[config.mk]
export PLATFORM = sky130hd
export DESIGN_NAME = least_loaded_dispatch_with_equilibrium
export DESIGN_NICKNAME = d
export VERILOG_FILES = /design/src/rtl/core/lldeq_pkg.sv /design/src/rtl/core/lldeq_ram.sv /design/src/rtl/core/lldeq_engine.sv /design/src/rtl/core/least_loaded_dispatch_with_equilibrium.sv
export SDC_FILE = /design/constraint.sdc
export NUM_CORES = 1
export LEC_CHECK = 0
export BUFFER_PORTS_ARGS = -buffer_cell sky130_fd_sc_hd__buf_2
export CORE_UTILIZATION = 60
export CTS_CLUSTER_SIZE = 12
export DETAILED_ROUTE_END_ITERATION = 6
export PLACE_DENSITY = 0.76
export SYNTH_ARGS = -nofsm -noshare
export SYNTH_HDL_FRONTEND = slang
export SYNTH_HIERARCHICAL = 1
export SYNTH_SLANG_ARGS = --single-unit
[constraint.sdc]
create_clock -name clk -period 9.1 [get_ports clk]
set_input_delay 0.455 -clock clk [delete_from_list [all_inputs] [get_ports clk]]
set_output_delay 0.455 -clock clk [all_outputs]
set_load 0.01 [all_outputs]
[src/rtl/core/lldeq_pkg.sv]
// ----------------------------------------------------------------------------
// Least-loaded dispatch package
// Shared widths, codes, state encoding and record types of the dispatcher.
// ----------------------------------------------------------------------------
package lldeq_pkg;

  localparam int MAX_MACHINES_DEF = 16;
  localparam int LOAD_W           = 24;
  localparam int JOB_W            = 16;
  localparam int CFG_W            = 5;
  localparam int CHOSEN_W         = 4;

  localparam logic [CFG_W-1:0]  CFG_RESET = 5'd4;
  localparam logic [LOAD_W-1:0] LOAD_MAX  = {LOAD_W{1'b1}};

  localparam logic OP_ASSIGN = 1'b0;
  localparam logic OP_CLEAR  = 1'b1;

  typedef enum logic [2:0] {
    ST_IDLE,
    ST_SCAN,
    ST_WRITE,
    ST_CHECK,
    ST_DONE
  } state_t;

  typedef struct packed {
    logic [LOAD_W-1:0] load;
    logic [JOB_W-1:0]  small_job;
  } entry_t;

  typedef struct packed {
    logic [CHOSEN_W-1:0] chosen;
    logic [LOAD_W-1:0]   new_load;
    logic                is_eq;
  } res_t;

endpackage

[src/rtl/core/lldeq_ram.sv]
// ----------------------------------------------------------------------------
// Generic synchronous RAM
// One write port and one read port; read data is registered.
// ----------------------------------------------------------------------------
module lldeq_ram #(
  parameter int WIDTH = 8,
  parameter int DEPTH = 16
) (
  input  logic                     clk,
  input  logic                     we,
  input  logic [$clog2(DEPTH)-1:0] waddr,
  input  logic [WIDTH-1:0]         wdata,
  input  logic                     re,
  input  logic [$clog2(DEPTH)-1:0] raddr,
  output logic [WIDTH-1:0]         rdata
);

  logic [WIDTH-1:0] mem [DEPTH];
  logic [WIDTH-1:0] rdata_r;

  always_ff @(posedge clk) begin
    if (we) begin
      mem[waddr] <= wdata;
    end
    if (re) begin
      rdata_r <= mem[raddr];
    end
  end

  assign rdata = rdata_r;

endmodule

[src/rtl/core/lldeq_engine.sv]
// ----------------------------------------------------------------------------
// Dispatch engine
// Sequencer that scans the machine table for the least load, writes back the
// chosen entry and scans again for the stability check.
// ----------------------------------------------------------------------------
module lldeq_engine #(
  parameter int MAX_MACHINES = lldeq_pkg::MAX_MACHINES_DEF,
  localparam int IW = $clog2(MAX_MACHINES),
  localparam int CW = $clog2(MAX_MACHINES + 1)
) (
  input  logic                         clk,
  input  logic                         rst_n,
  input  logic                         start,
  input  logic                         op,
  input  logic [lldeq_pkg::JOB_W-1:0]  job_time,
  input  logic [lldeq_pkg::CFG_W-1:0]  machines_in_use,
  output logic                         busy,
  output logic                         res_valid,
  input  logic                         res_take,
  output lldeq_pkg::res_t              res,
  output logic                         ram_we,
  output logic [IW-1:0]                ram_waddr,
  output lldeq_pkg::entry_t            ram_wdata,
  output logic                         ram_re,
  output logic [IW-1:0]                ram_raddr,
  input  lldeq_pkg::entry_t            ram_rdata
);

  localparam int LW = lldeq_pkg::LOAD_W;
  localparam int JW = lldeq_pkg::JOB_W;
  localparam logic [LW:0] SENT = {1'b1, {LW{1'b0}}};

  lldeq_pkg::state_t state_r, state_nxt;

  logic [CW-1:0]           cnt_r, cnt_nxt;
  logic [CW-1:0]           n_r, n_nxt;
  logic                    rd_vld_r, rd_vld_nxt;
  logic [IW-1:0]           rd_idx_r, rd_idx_nxt;
  logic [JW-1:0]           t_r, t_nxt;
  logic [LW:0]             m1_r, m1_nxt, m2_r, m2_nxt, m3_r, m3_nxt;
  logic [IW-1:0]           idx1_r, idx1_nxt, idx2_r, idx2_nxt;
  logic [JW-1:0]           s1_r, s1_nxt;
  logic [LW:0]             lo1_r, lo1_nxt, lo2_r, lo2_nxt;
  logic [IW-1:0]           lo1idx_r, lo1idx_nxt;
  logic                    unst_r, unst_nxt;
  logic [MAX_MACHINES-1:0] holds_r, holds_nxt;
  logic [lldeq_pkg::CHOSEN_W-1:0] chosen_r, chosen_nxt;
  logic [LW-1:0]           load_r, load_nxt;

  logic [CW-1:0]           n_act;
  logic                    rd_holds;
  logic [LW:0]             v;
  logic [JW-1:0]           sv;
  logic [LW:0]             sum_w;
  logic [LW-1:0]           sat;
  logic [JW-1:0]           snew;
  logic [LW:0]             low;
  logic [LW+1:0]           bound;
  logic [IW+3:0]           idx_ext;

  always_comb begin
    if (machines_in_use == '0) begin
      n_act = CW'(1);
    end else if (32'(machines_in_use) > MAX_MACHINES) begin
      n_act = CW'(MAX_MACHINES);
    end else begin
      n_act = CW'(machines_in_use);
    end
  end

  always_ff @(posedge clk) begin
    if (!rst_n) begin
      state_r  <= lldeq_pkg::ST_IDLE;
      holds_r  <= '0;
      rd_vld_r <= 1'b0;
    end else begin
      state_r  <= state_nxt;
      holds_r  <= holds_nxt;
      rd_vld_r <= rd_vld_nxt;
    end
  end

  always_ff @(posedge clk) begin
    cnt_r    <= cnt_nxt;
    n_r      <= n_nxt;
    rd_idx_r <= rd_idx_nxt;
    t_r      <= t_nxt;
    m1_r     <= m1_nxt;
    m2_r     <= m2_nxt;
    m3_r     <= m3_nxt;
    idx1_r   <= idx1_nxt;
    idx2_r   <= idx2_nxt;
    s1_r     <= s1_nxt;
    lo1_r    <= lo1_nxt;
    lo2_r    <= lo2_nxt;
    lo1idx_r <= lo1idx_nxt;
    unst_r   <= unst_nxt;
    chosen_r <= chosen_nxt;
    load_r   <= load_nxt;
  end

  always_comb begin
    rd_holds = holds_r[rd_idx_r];
    v        = rd_holds ? {1'b0, ram_rdata.load} : '0;
    sv       = rd_holds ? ram_rdata.small_job : '0;
    sum_w    = {1'b0, m1_r[LW-1:0]} + (LW+1)'(t_r);
    sat      = sum_w[LW] ? lldeq_pkg::LOAD_MAX : sum_w[LW-1:0];
    snew     = (!holds_r[idx1_r] || (t_r < s1_r)) ? t_r : s1_r;
    low      = (rd_idx_r == lo1idx_r) ? lo2_r : lo1_r;
    bound    = {1'b0, low} + (LW+2)'(ram_rdata.small_job);
    idx_ext  = {4'b0000, idx1_r};
  end

  always_comb begin
    state_nxt  = state_r;
    cnt_nxt    = cnt_r;
    n_nxt      = n_r;
    rd_vld_nxt = 1'b0;
    rd_idx_nxt = rd_idx_r;
    t_nxt      = t_r;
    m1_nxt     = m1_r;
    m2_nxt     = m2_r;
    m3_nxt     = m3_r;
    idx1_nxt   = idx1_r;
    idx2_nxt   = idx2_r;
    s1_nxt     = s1_r;
    lo1_nxt    = lo1_r;
    lo2_nxt    = lo2_r;
    lo1idx_nxt = lo1idx_r;
    unst_nxt   = unst_r;
    holds_nxt  = holds_r;
    chosen_nxt = chosen_r;
    load_nxt   = load_r;
    busy       = 1'b1;
    res_valid  = 1'b0;
    ram_we     = 1'b0;
    ram_waddr  = idx1_r;
    ram_wdata  = '{load: sat, small_job: snew};
    ram_re     = 1'b0;
    ram_raddr  = cnt_r[IW-1:0];

    case (state_r)
      lldeq_pkg::ST_IDLE: begin
        busy = 1'b0;
        if (start) begin
          if (op == lldeq_pkg::OP_CLEAR) begin
            holds_nxt  = '0;
            chosen_nxt = '0;
            load_nxt   = '0;
            unst_nxt   = 1'b0;
            state_nxt  = lldeq_pkg::ST_DONE;
          end else begin
            n_nxt     = n_act;
            t_nxt     = job_time;
            cnt_nxt   = '0;
            m1_nxt    = SENT;
            m2_nxt    = SENT;
            m3_nxt    = SENT;
            idx1_nxt  = '0;
            idx2_nxt  = '0;
            s1_nxt    = '0;
            state_nxt = lldeq_pkg::ST_SCAN;
          end
        end
      end

      lldeq_pkg::ST_SCAN: begin
        if (cnt_r < n_r) begin
          ram_re     = 1'b1;
          rd_vld_nxt = 1'b1;
          rd_idx_nxt = cnt_r[IW-1:0];
          cnt_nxt    = cnt_r + CW'(1);
        end else begin
          state_nxt = lldeq_pkg::ST_WRITE;
        end
        if (rd_vld_r) begin
          if (v < m1_r) begin
            m3_nxt   = m2_r;
            m2_nxt   = m1_r;
            idx2_nxt = idx1_r;
            m1_nxt   = v;
            idx1_nxt = rd_idx_r;
            s1_nxt   = sv;
          end else if (v < m2_r) begin
            m3_nxt   = m2_r;
            m2_nxt   = v;
            idx2_nxt = rd_idx_r;
          end else if (v < m3_r) begin
            m3_nxt = v;
          end
        end
      end

      lldeq_pkg::ST_WRITE: begin
        ram_we            = 1'b1;
        holds_nxt[idx1_r] = 1'b1;
        chosen_nxt        = idx_ext[3:0];
        load_nxt          = sat;
        unst_nxt          = 1'b0;
        cnt_nxt           = '0;
        if ({1'b0, sat} < m2_r) begin
          lo1_nxt    = {1'b0, sat};
          lo1idx_nxt = idx1_r;
          lo2_nxt    = m2_r;
        end else begin
          lo1_nxt    = m2_r;
          lo1idx_nxt = idx2_r;
          lo2_nxt    = ({1'b0, sat} < m3_r) ? {1'b0, sat} : m3_r;
        end
        state_nxt = lldeq_pkg::ST_CHECK;
      end

      lldeq_pkg::ST_CHECK: begin
        if (cnt_r < n_r) begin
          ram_re     = 1'b1;
          rd_vld_nxt = 1'b1;
          rd_idx_nxt = cnt_r[IW-1:0];
          cnt_nxt    = cnt_r + CW'(1);
        end else begin
          state_nxt = lldeq_pkg::ST_DONE;
        end
        if (rd_vld_r && rd_holds && ({2'b00, ram_rdata.load} > bound)) begin
          unst_nxt = 1'b1;
        end
      end

      lldeq_pkg::ST_DONE: begin
        res_valid = 1'b1;
        if (res_take) begin
          state_nxt = lldeq_pkg::ST_IDLE;
        end
      end

      default: begin
        state_nxt = lldeq_pkg::ST_IDLE;
      end
    endcase
  end

  assign res = '{chosen: chosen_r, new_load: load_r, is_eq: ~unst_r};

endmodule

[src/rtl/core/least_loaded_dispatch_with_equilibrium.sv]
// ----------------------------------------------------------------------------
// Least-loaded dispatch with equilibrium check
// Places each job on the least-loaded machine in use and reports stability.
// ----------------------------------------------------------------------------
// An assign request runs one pass over the machine table entries in use for
// the least-load search, a write-back step and a second pass over the same
// single-read-port memory for the stability check before the next request
// can be accepted. A clear request only resets the per-machine occupancy
// flags and the result fields. A new request is accepted whilst a finished
// result waits in the output register. Machine count changes must be written
// only whilst idle by the user; the block itself does not enforce this.
// ----------------------------------------------------------------------------
module least_loaded_dispatch_with_equilibrium #(
  parameter int MAX_MACHINES = lldeq_pkg::MAX_MACHINES_DEF
) (
  input  logic                            clk,
  input  logic                            rst_n,
  input  logic                            cfg_we,
  input  logic [lldeq_pkg::CFG_W-1:0]     cfg_wdata,
  input  logic                            in_valid,
  output logic                            in_stall,
  input  logic                            in_operation,
  input  logic [lldeq_pkg::JOB_W-1:0]     in_job_time,
  output logic                            out_valid,
  input  logic                            out_stall,
  output logic [lldeq_pkg::CHOSEN_W-1:0]  out_chosen_machine,
  output logic [lldeq_pkg::LOAD_W-1:0]    out_new_load,
  output logic                            out_is_equilibrium
);

  localparam int IW = $clog2(MAX_MACHINES);

  logic [lldeq_pkg::CFG_W-1:0] mu_r;
  logic                        out_valid_r;
  lldeq_pkg::res_t             out_r;
  logic                        accept;
  logic                        eng_busy;
  logic                        eng_res_valid;
  logic                        eng_res_take;
  lldeq_pkg::res_t             eng_res;
  logic                        ram_we;
  logic [IW-1:0]               ram_waddr;
  lldeq_pkg::entry_t           ram_wdata;
  logic                        ram_re;
  logic [IW-1:0]               ram_raddr;
  lldeq_pkg::entry_t           ram_rdata;

  assign accept       = in_valid && !in_stall;
  assign in_stall     = eng_busy;
  assign eng_res_take = !out_valid_r || !out_stall;

  always_ff @(posedge clk) begin
    if (!rst_n) begin
      mu_r <= lldeq_pkg::CFG_RESET;
    end else if (cfg_we) begin
      mu_r <= cfg_wdata;
    end
  end

  always_ff @(posedge clk) begin
    if (!rst_n) begin
      out_valid_r <= 1'b0;
    end else if (eng_res_valid && eng_res_take) begin
      out_valid_r <= 1'b1;
    end else if (!out_stall) begin
      out_valid_r <= 1'b0;
    end
  end

  always_ff @(posedge clk) begin
    if (eng_res_valid && eng_res_take) begin
      out_r <= eng_res;
    end
  end

  lldeq_ram #(
    .WIDTH ($bits(lldeq_pkg::entry_t)),
    .DEPTH (MAX_MACHINES)
  ) u_table (
    .clk   (clk),
    .we    (ram_we),
    .waddr (ram_waddr),
    .wdata (ram_wdata),
    .re    (ram_re),
    .raddr (ram_raddr),
    .rdata (ram_rdata)
  );

  lldeq_engine #(
    .MAX_MACHINES (MAX_MACHINES)
  ) u_engine (
    .clk             (clk),
    .rst_n           (rst_n),
    .start           (accept),
    .op              (in_operation),
    .job_time        (in_job_time),
    .machines_in_use (mu_r),
    .busy            (eng_busy),
    .res_valid       (eng_res_valid),
    .res_take        (eng_res_take),
    .res             (eng_res),
    .ram_we          (ram_we),
    .ram_waddr       (ram_waddr),
    .ram_wdata       (ram_wdata),
    .ram_re          (ram_re),
    .ram_raddr       (ram_raddr),
    .ram_rdata       (ram_rdata)
  );

  assign out_valid          = out_valid_r;
  assign out_chosen_machine = out_r.chosen;
  assign out_new_load       = out_r.new_load;
  assign out_is_equilibrium = out_r.is_eq;

  // An accepted request always keeps the engine busy for the next cycle.
  a_accept_busy: assert property (@(posedge clk) disable iff (!rst_n)
    accept |=> in_stall)
    else $error("engine free directly after accepting a request");

  // A pending result means no further request can be taken.
  a_result_blocks: assert property (@(posedge clk) disable iff (!rst_n)
    eng_res_valid |-> in_stall)
    else $error("request accepted whilst a result is pending");

  // A result handed over always appears in the output register.
  a_handover: assert property (@(posedge clk) disable iff (!rst_n)
    (eng_res_valid && eng_res_take) |=> (out_valid && out_r == $past(eng_res)))
    else $error("result lost on handover to the output register");

endmodule

==> results_dict.tcl, run 1 <==
set metrics [dict create \
    status "finished clean" \
    cts_root_buf "clkbuf_16" \
    fillers 4662 \
    die_h_um 269 \
    crit_arrival_ns 7.37 \
    antenna_found_initial 5 \
    drive_above_1_share_pct 15.7 \
    synth_top_cell_area_share_pct 64.6 \
    grt-ovfl-total 0 \
    cts_tree "built" \
    ys_warn_count 6 \
    syn-instance-count 2649 \
    cts_resized 0 \
    pwr_density_cell_nw_per_um2 289 \
    cts.sinks 947 \
    place.gp.congestion 1.02 \
    grt_pass1_vias 25455 \
    syn_to_final_growth_pct 10.2 \
    port_buffers 57 \
    hold_violations 0 \
    fin_worst_skew_ns 0.0479 \
    rsz0062_at_grt "false" \
    synth_ff_type "edfxtp_1" \
    slew_headroom_pct 14.9 \
    crit_path_end_kind "flop" \
    ys_top_cells_by_area "edfxtp_1, mux4_2, ha_1" \
    cts_buffers 97 \
    yosysTopAreaCell "edfxtp_1" \
    place_inst 3587 \
    grt_max_degree 110 \
    synth_edf_count 921 \
    ys_ff_latch 947 \
    coreArea_um2 70300 \
    vias 25199 \
    period_needed_ns 6.98 \
    fmax_mhz 143 \
    path_max_fanout 30 \
    max_stage_delay_ns 0.90 \
    dpl.hpwl_um 71000 \
    nets 2979 \
    drc 0 \
    cp.required_ns 9.49 \
    seq_area_frac_synth_pct 65.8 \
    cap_violations 0 \
    dieArea_um2 72400 \
    synth_nets 2871 \
    synth-async-reset-ratio_pct 0 \
    synth_area_um2 42800 \
    syn_avg_cell_area_um2 16.2 \
    start_util_pct 60.9 \
    worstMarginPinSlew_ns 1.25 \
    path_class "flop to flop" \
    ir_worst_vdd_v 0.000501 \
    place_area_um2 44200 \
    regToRegSetupSlack_ns 2.12 \
    rows 97 \
    final_cell_area_um2 47200 \
    layoutNonFillerInstCount 3753 \
    dr.pass1.iters 5 \
    hold_buffers 11 \
    startpoint_type "flop" \
    clk_latency_ns 0.67 \
    setup_viol 0 \
    min_path_type "primary input to flop" \
    post-cts-setup-buffers 0 \
    fin_crit_sh_pct 76.7 \
    die_x_um 269 \
    routed_wl_um 114000 \
    path_clk_slew_ns 0.06 \
    global_route.usage.total_pct 31.9 \
    timing.setup.tns_ns 0 \
    cp_cell_sequence "ha_1, inv_1, fa_1, nand2b_1, a21oi_1, o211a_1, o21a_1, nand2_1, nand2_1, ha_1, a2111oi_0, o21ai_0, a31o_2, a21oi_1, o41ai_2, a21oi_4, buf_12, mux2_2" \
    viasPerCell 6.71 \
    wl_per_cell_um 30.5 \
    p_leak_uw 0.0172 \
    grt_pass1_wl_um 167000 \
    slew_violations 0 \
    cts_max_path_buffers 3 \
    htree_levels 3 \
    cpMaxStageDelayCell "a21oi_4" \
    pin_count 58 \
    drtIter0Drc 3000 \
    postRouteAntennaNets 0 \
    synth_cell_types 79 \
]
-- synth_stat cells, drive strengths merged (26+ instances only) --
| library cell | n |
|---|---|
| nand4 | 26 |
| mux4 | 169 |
| mux2i | 69 |
| clkbuf | 54 |
| mux2 | 56 |
| ha | 193 |
| a21o | 36 |
| edfxtp | 921 |
| inv | 146 |
| a21oi | 123 |
| o21ai | 66 |
| nor2 | 138 |
| buf | 56 |
| dfxtp | 26 |
| nand2 | 147 |
| and2 | 51 |
| a22oi | 81 |
-- layout by cell type, fill, tap and decap left out, drive strengths merged, types with 26 or more instances in the layout --
cell	instances
and2	51
mux4	169
ha	193
dfxtp	26
a22oi	81
buf	108
a21o	36
clkbuf	117
nor2	138
o21ai	66
inv	148
mux2i	69
a21oi	123
nand4	26
edfxtp	921
mux2	56
nand2	147
-- cell type report --
type                       count  area, um^2  share of cell area, %
multi-input combinational   1446       13600                   28.7
clock buffer                 117        2500                   5.30
inverter                     146         548                   1.16
timing repair buffer         119         803                   1.70
antenna                        3        7.51                 0.0159
sequential                   947       28200                   59.7
tap                          940        1180                   2.49
clock inverter                35         408                  0.864
-- registers in the layout, summed over array words and instances, names as in the netlist, 24 cells and up --
register / flops
out_new_load: 24
u_engine/lo1_r: 25
u_engine/lo2_r: 25
u_engine/load_r: 24
u_engine/m1_r: 25
u_engine/m2_r: 25
u_engine/m3_r: 25
u_table/mem: 640
u_table/rdata: 40
-- per-stage QoR --
| step | power, uW | hold WS (ns) | worst slack, ns | utilization, % |
|---|---|---|---|---|
| floorplan | 8670 | 0.400 | 2.31 | - |
| global placement | 9800 | 0.401 | 2.40 | 62.8 |
| detailed placement | 9930 | 0.405 | 2.17 | 62.8 |
| CTS | 13600 | 0.00378 | 2.13 | 67.1 |
| global route | 14200 | 0.00527 | 1.71 | 67.1 |
| finish | 13600 | 0.0232 | 2.12 | 67.1 |
-- layer usage --
layer / wire length [um] / GRT usage, % / share of wire [%] / up-vias
met4: 5210 / 13.9 / 4.5 / 0
met5: 0 / 0 / 0 / -
met3: 11800 / 5.88 / 10 / 286
li1: - / - / - / 10615
met1: 44900 / 44.9 / 39 / 12713
met2: 52600 / 49.1 / 46 / 1585
-- where the power goes --
group          total [uW]  switching [uW]  internal, uW
logic                4060            2540          1520
clock network        3700            1610          2090
registers            5880             299          5580
-- cells by family (layout without fill, tap and decap cells) --
| family | count (synthesis) | count (layout) | share of synthesized area, % |
|---|---|---|---|
| adder cells (fa/ha/maj) | 195 | 195 | 5.73 |
| multiplexers | 294 | 294 | 12.5 |
| buffers and inverters | 256 | 417 | 2.96 |
| AO/OA/AOI/OAI | 417 | 417 | 6.49 |
| other | 1 | 4 | 0.00876 |
| XOR/XNOR | 44 | 44 | 0.900 |
| flip-flops | 947 | 947 | 65.8 |
| AND/OR/NAND/NOR | 495 | 495 | 5.55 |
-- worst paths after layout --
| check | start | to | depth (start not counted) |
|---|---|---|---|
| hold reg to reg | u_engine/chosen_r[0] | out_chosen_machine[0] | 0 |
| hold / removal | in_job_time[4] | u_engine/t_r[4] | 1 |
| setup / recovery | u_engine/m1_r[0] | u_engine/lo1idx_r[0] | 18 |
| setup reg to reg | u_engine/m1_r[0] | u_engine/lo1idx_r[0] | 18 |
-- worst max-delay path: cells and delay by family, from the launching register on --
family | cells | cell delay (ns)
AO/OA/AOI/OAI | 9 | 3.06
adder cells (fa/ha/maj) | 3 | 0.97
AND/OR/NAND/NOR | 3 | 1.49
multiplexers | 1 | 0.37
buffers and inverters | 2 | 0.38
flip-flops | 1 | 0.39
No activity file was read; power rests on OpenSTA's default activity.
==> inputs of run 2 (changes only) <==
- CORE_UTILIZATION: 60 -> 57
- clock period: 9.1 -> 6 ns (I/O delays scaled with it)
==> run 2 against run 1 <==
- non-clock buffer count is 57 higher
- clock power is 54% higher
- die area rose by 5.2%
- register-to-register slack got worse by 1.9 ns
- hold slack improved by 0.056 ns
- combinational power up 58%
- cell count increased by 2.2%
- largest power group unchanged
- global-route usage down 1.5 points
==> results_dict.tcl, run 2 (synthesized netlist as in run 1, its figures left out) <==
set metrics [dict create \
    hold_violations 0 \
    crit_path_end_kind "flop" \
    drc 0 \
    port_buffers 57 \
    post-cts-setup-buffers 0 \
    cp_cell_sequence "ha_1, a21oi_1, o21ai_0, or3_1, o21a_1, nor4_1, a21o_1, inv_1, ha_1, nand4_1, or4_1, or3_1, o21bai_1, o21a_1, buf_4, o32ai_1, mux2i_1" \
    htree_levels 3 \
    path_class "flop to flop" \
    setup_viol 0 \
    ff2ff_path_depth 17 \
    dpl.hpwl_um 71700 \
    cts_max_path_buffers 3 \
    grt-ovfl-total 0 \
    cts_buffers 96 \
    dieArea_um2 76200 \
    cp_top_family "simple AND/OR/NAND/NOR gates" \
    cp.depth 17 \
    layout_commonest_cell "edfxtp_1" \
    ir_worst_vdd_v 0.000289 \
    global_route.usage.total_pct 30.4 \
    wl_met3_um 11200 \
    worstMarginPinSlew_ns 1.13 \
    period_needed_ns 5.83 \
    wl_per_cell_um 30.1 \
    fin_worst_skew_ns 0.0709 \
    vias 25399 \
    cap_violations 0 \
    cp.required_ns 6.37 \
    pwr_density_cell_nw_per_um2 440 \
    startpoint_type "flop" \
    pin_count 58 \
    final_cell_area_um2 47800 \
    slew_violations 0 \
    fmax_mhz 172 \
    drtIter0Drc 3010 \
    cts_tree "built" \
    largest_register "u_table/mem" \
    p_leak_uw 0.0175 \
    largest_reg_flops 640 \
    antenna_found_initial 1 \
    grt_pass1_vias 25539 \
    grt_pass1_wl_um 168000 \
    hold-path-cell-count 3 \
    path_max_fanout 24 \
    rsz0062_at_grt "false" \
    postRouteAntennaNets 0 \
    postLayoutCoreUtil_pct 64.3 \
    top_layer "met4" \
    cpMaxStageDelayCell "or4_1" \
    grt_max_degree 97 \
    nets 3035 \
    layoutNonFillerInstCount 3836 \
    cp.buffers_inverters 2 \
    syn_to_final_growth_pct 11.6 \
    place.gp.congestion 1.01 \
    crit_arrival_ns 6.19 \
    viasPerCell 6.62 \
    place_area_um2 44600 \
    fin_crit_sh_pct 97.1 \
    max_stage_delay_ns 0.58 \
    cts_root_buf "clkbuf_16" \
    coreArea_um2 74300 \
    drive_above_1_share_pct 16.7 \
    place_inst 3654 \
    status "finished clean" \
    routed_wl_um 115000 \
    path_clk_slew_ns 0.06 \
    start_util_pct 57.6 \
    rows 100 \
    wl_met1_um 44400 \
    power.total_uw 21000 \
    min_path_type "primary input to flop" \
    die_h_um 276 \
    insertedDiodeCount 0 \
    timing.setup.tns_ns 0 \
    dr.pass1.iters 6 \
    slew_headroom_pct 24.9 \
    cts.sinks 947 \
    most-common-layout-cells "edfxtp_1, ha_1, nand2_1" \
    clk_latency_ns 0.69 \
    die_x_um 276 \
    wl_met2_um 55100 \
]
==> run 2: cell types whose count changed in the layout (fill, tap and decap cells not counted), moves of 2 or more <==
| cell | change |
|---|---|
| inv_16 | +3 |
| buf_12 | +5 |
| diode_2 | -3 |
| clkinv_1 | -6 |
| buf_4 | +33 |
| clkinvlp_4 | -4 |
| nor3_4 | +4 |
| clkbuf_1 | +6 |
| clkinv_8 | -2 |
| clkinv_2 | +3 |
| nor3_2 | -4 |
| dlygate4sd3_1 | +19 |
==> run 2: through the flow <==
step	setup WS (ns)	hold slack (ns)
after global routing	0.0246	0.0676
after floorplan	0.292	0.362
final	0.174	0.0795
after detailed placement	0.317	0.405
after CTS	0.260	0.0496
after global placement	0.279	0.402
==> run 2: area by class of cell <==
class,count,area (um^2)
clock inverters,30,409
clock buffers,122,2500
fillers,5022,26500
inverters,146,548
multi-input cells,1446,13600
well taps,969,1210
repair buffers,176,1340
flip-flops and latches,947,28200
==> run 2: path summary, 6_finish.rpt <==
kind | from | to | slack (ns)
worst max register to register | u_engine/t_r[15] | u_engine/lo2_r[16] | 0.17
worst min-delay path | in_operation | u_engine/state_r[0] | 0.08
worst min register to register | u_engine/load_r[17] | out_new_load[17] | 0.38
worst max-delay path | u_engine/t_r[15] | u_engine/lo2_r[16] | 0.17
==> run 2: worst reg2reg max path: cells and delay by family, from the launching register on <==
kind	cells	cell delay (ns)
AOI/OAI and AO/OA	7	1.63
adders and majority gates	2	0.84
buffers and inverters	2	0.38
DFF	1	0.57
muxes	1	0.20
and+or+nand+nor	5	1.88
==> run 2: per-layer routing <==
layer,global-route usage [%],up-vias
li1,-,10754
met1,41.5,12745
met2,49.0,1609
met3,4.48,291
met4,13.4,0
met5,0,-
==> run 2: timing repair <==
action	in CTS	in global routing
hold buffers	30	0
endpoints found under the hold margin	26	0
setup endpoints to repair	0	2
resized for setup	0	2
==> run 2: power breakdown <==
| part | total [uW] | internal [uW] | switching, uW | leakage, uW |
|---|---|---|---|---|
| Combinational | 6420 | 2440 | 3980 | 0.00751 |
| Clock | 5710 | 3170 | 2540 | 0.00141 |
| Sequential | 8900 | 8450 | 446 | 0.00859 |
| Total | 21000 | 14100 | 6970 | 0.0175 |
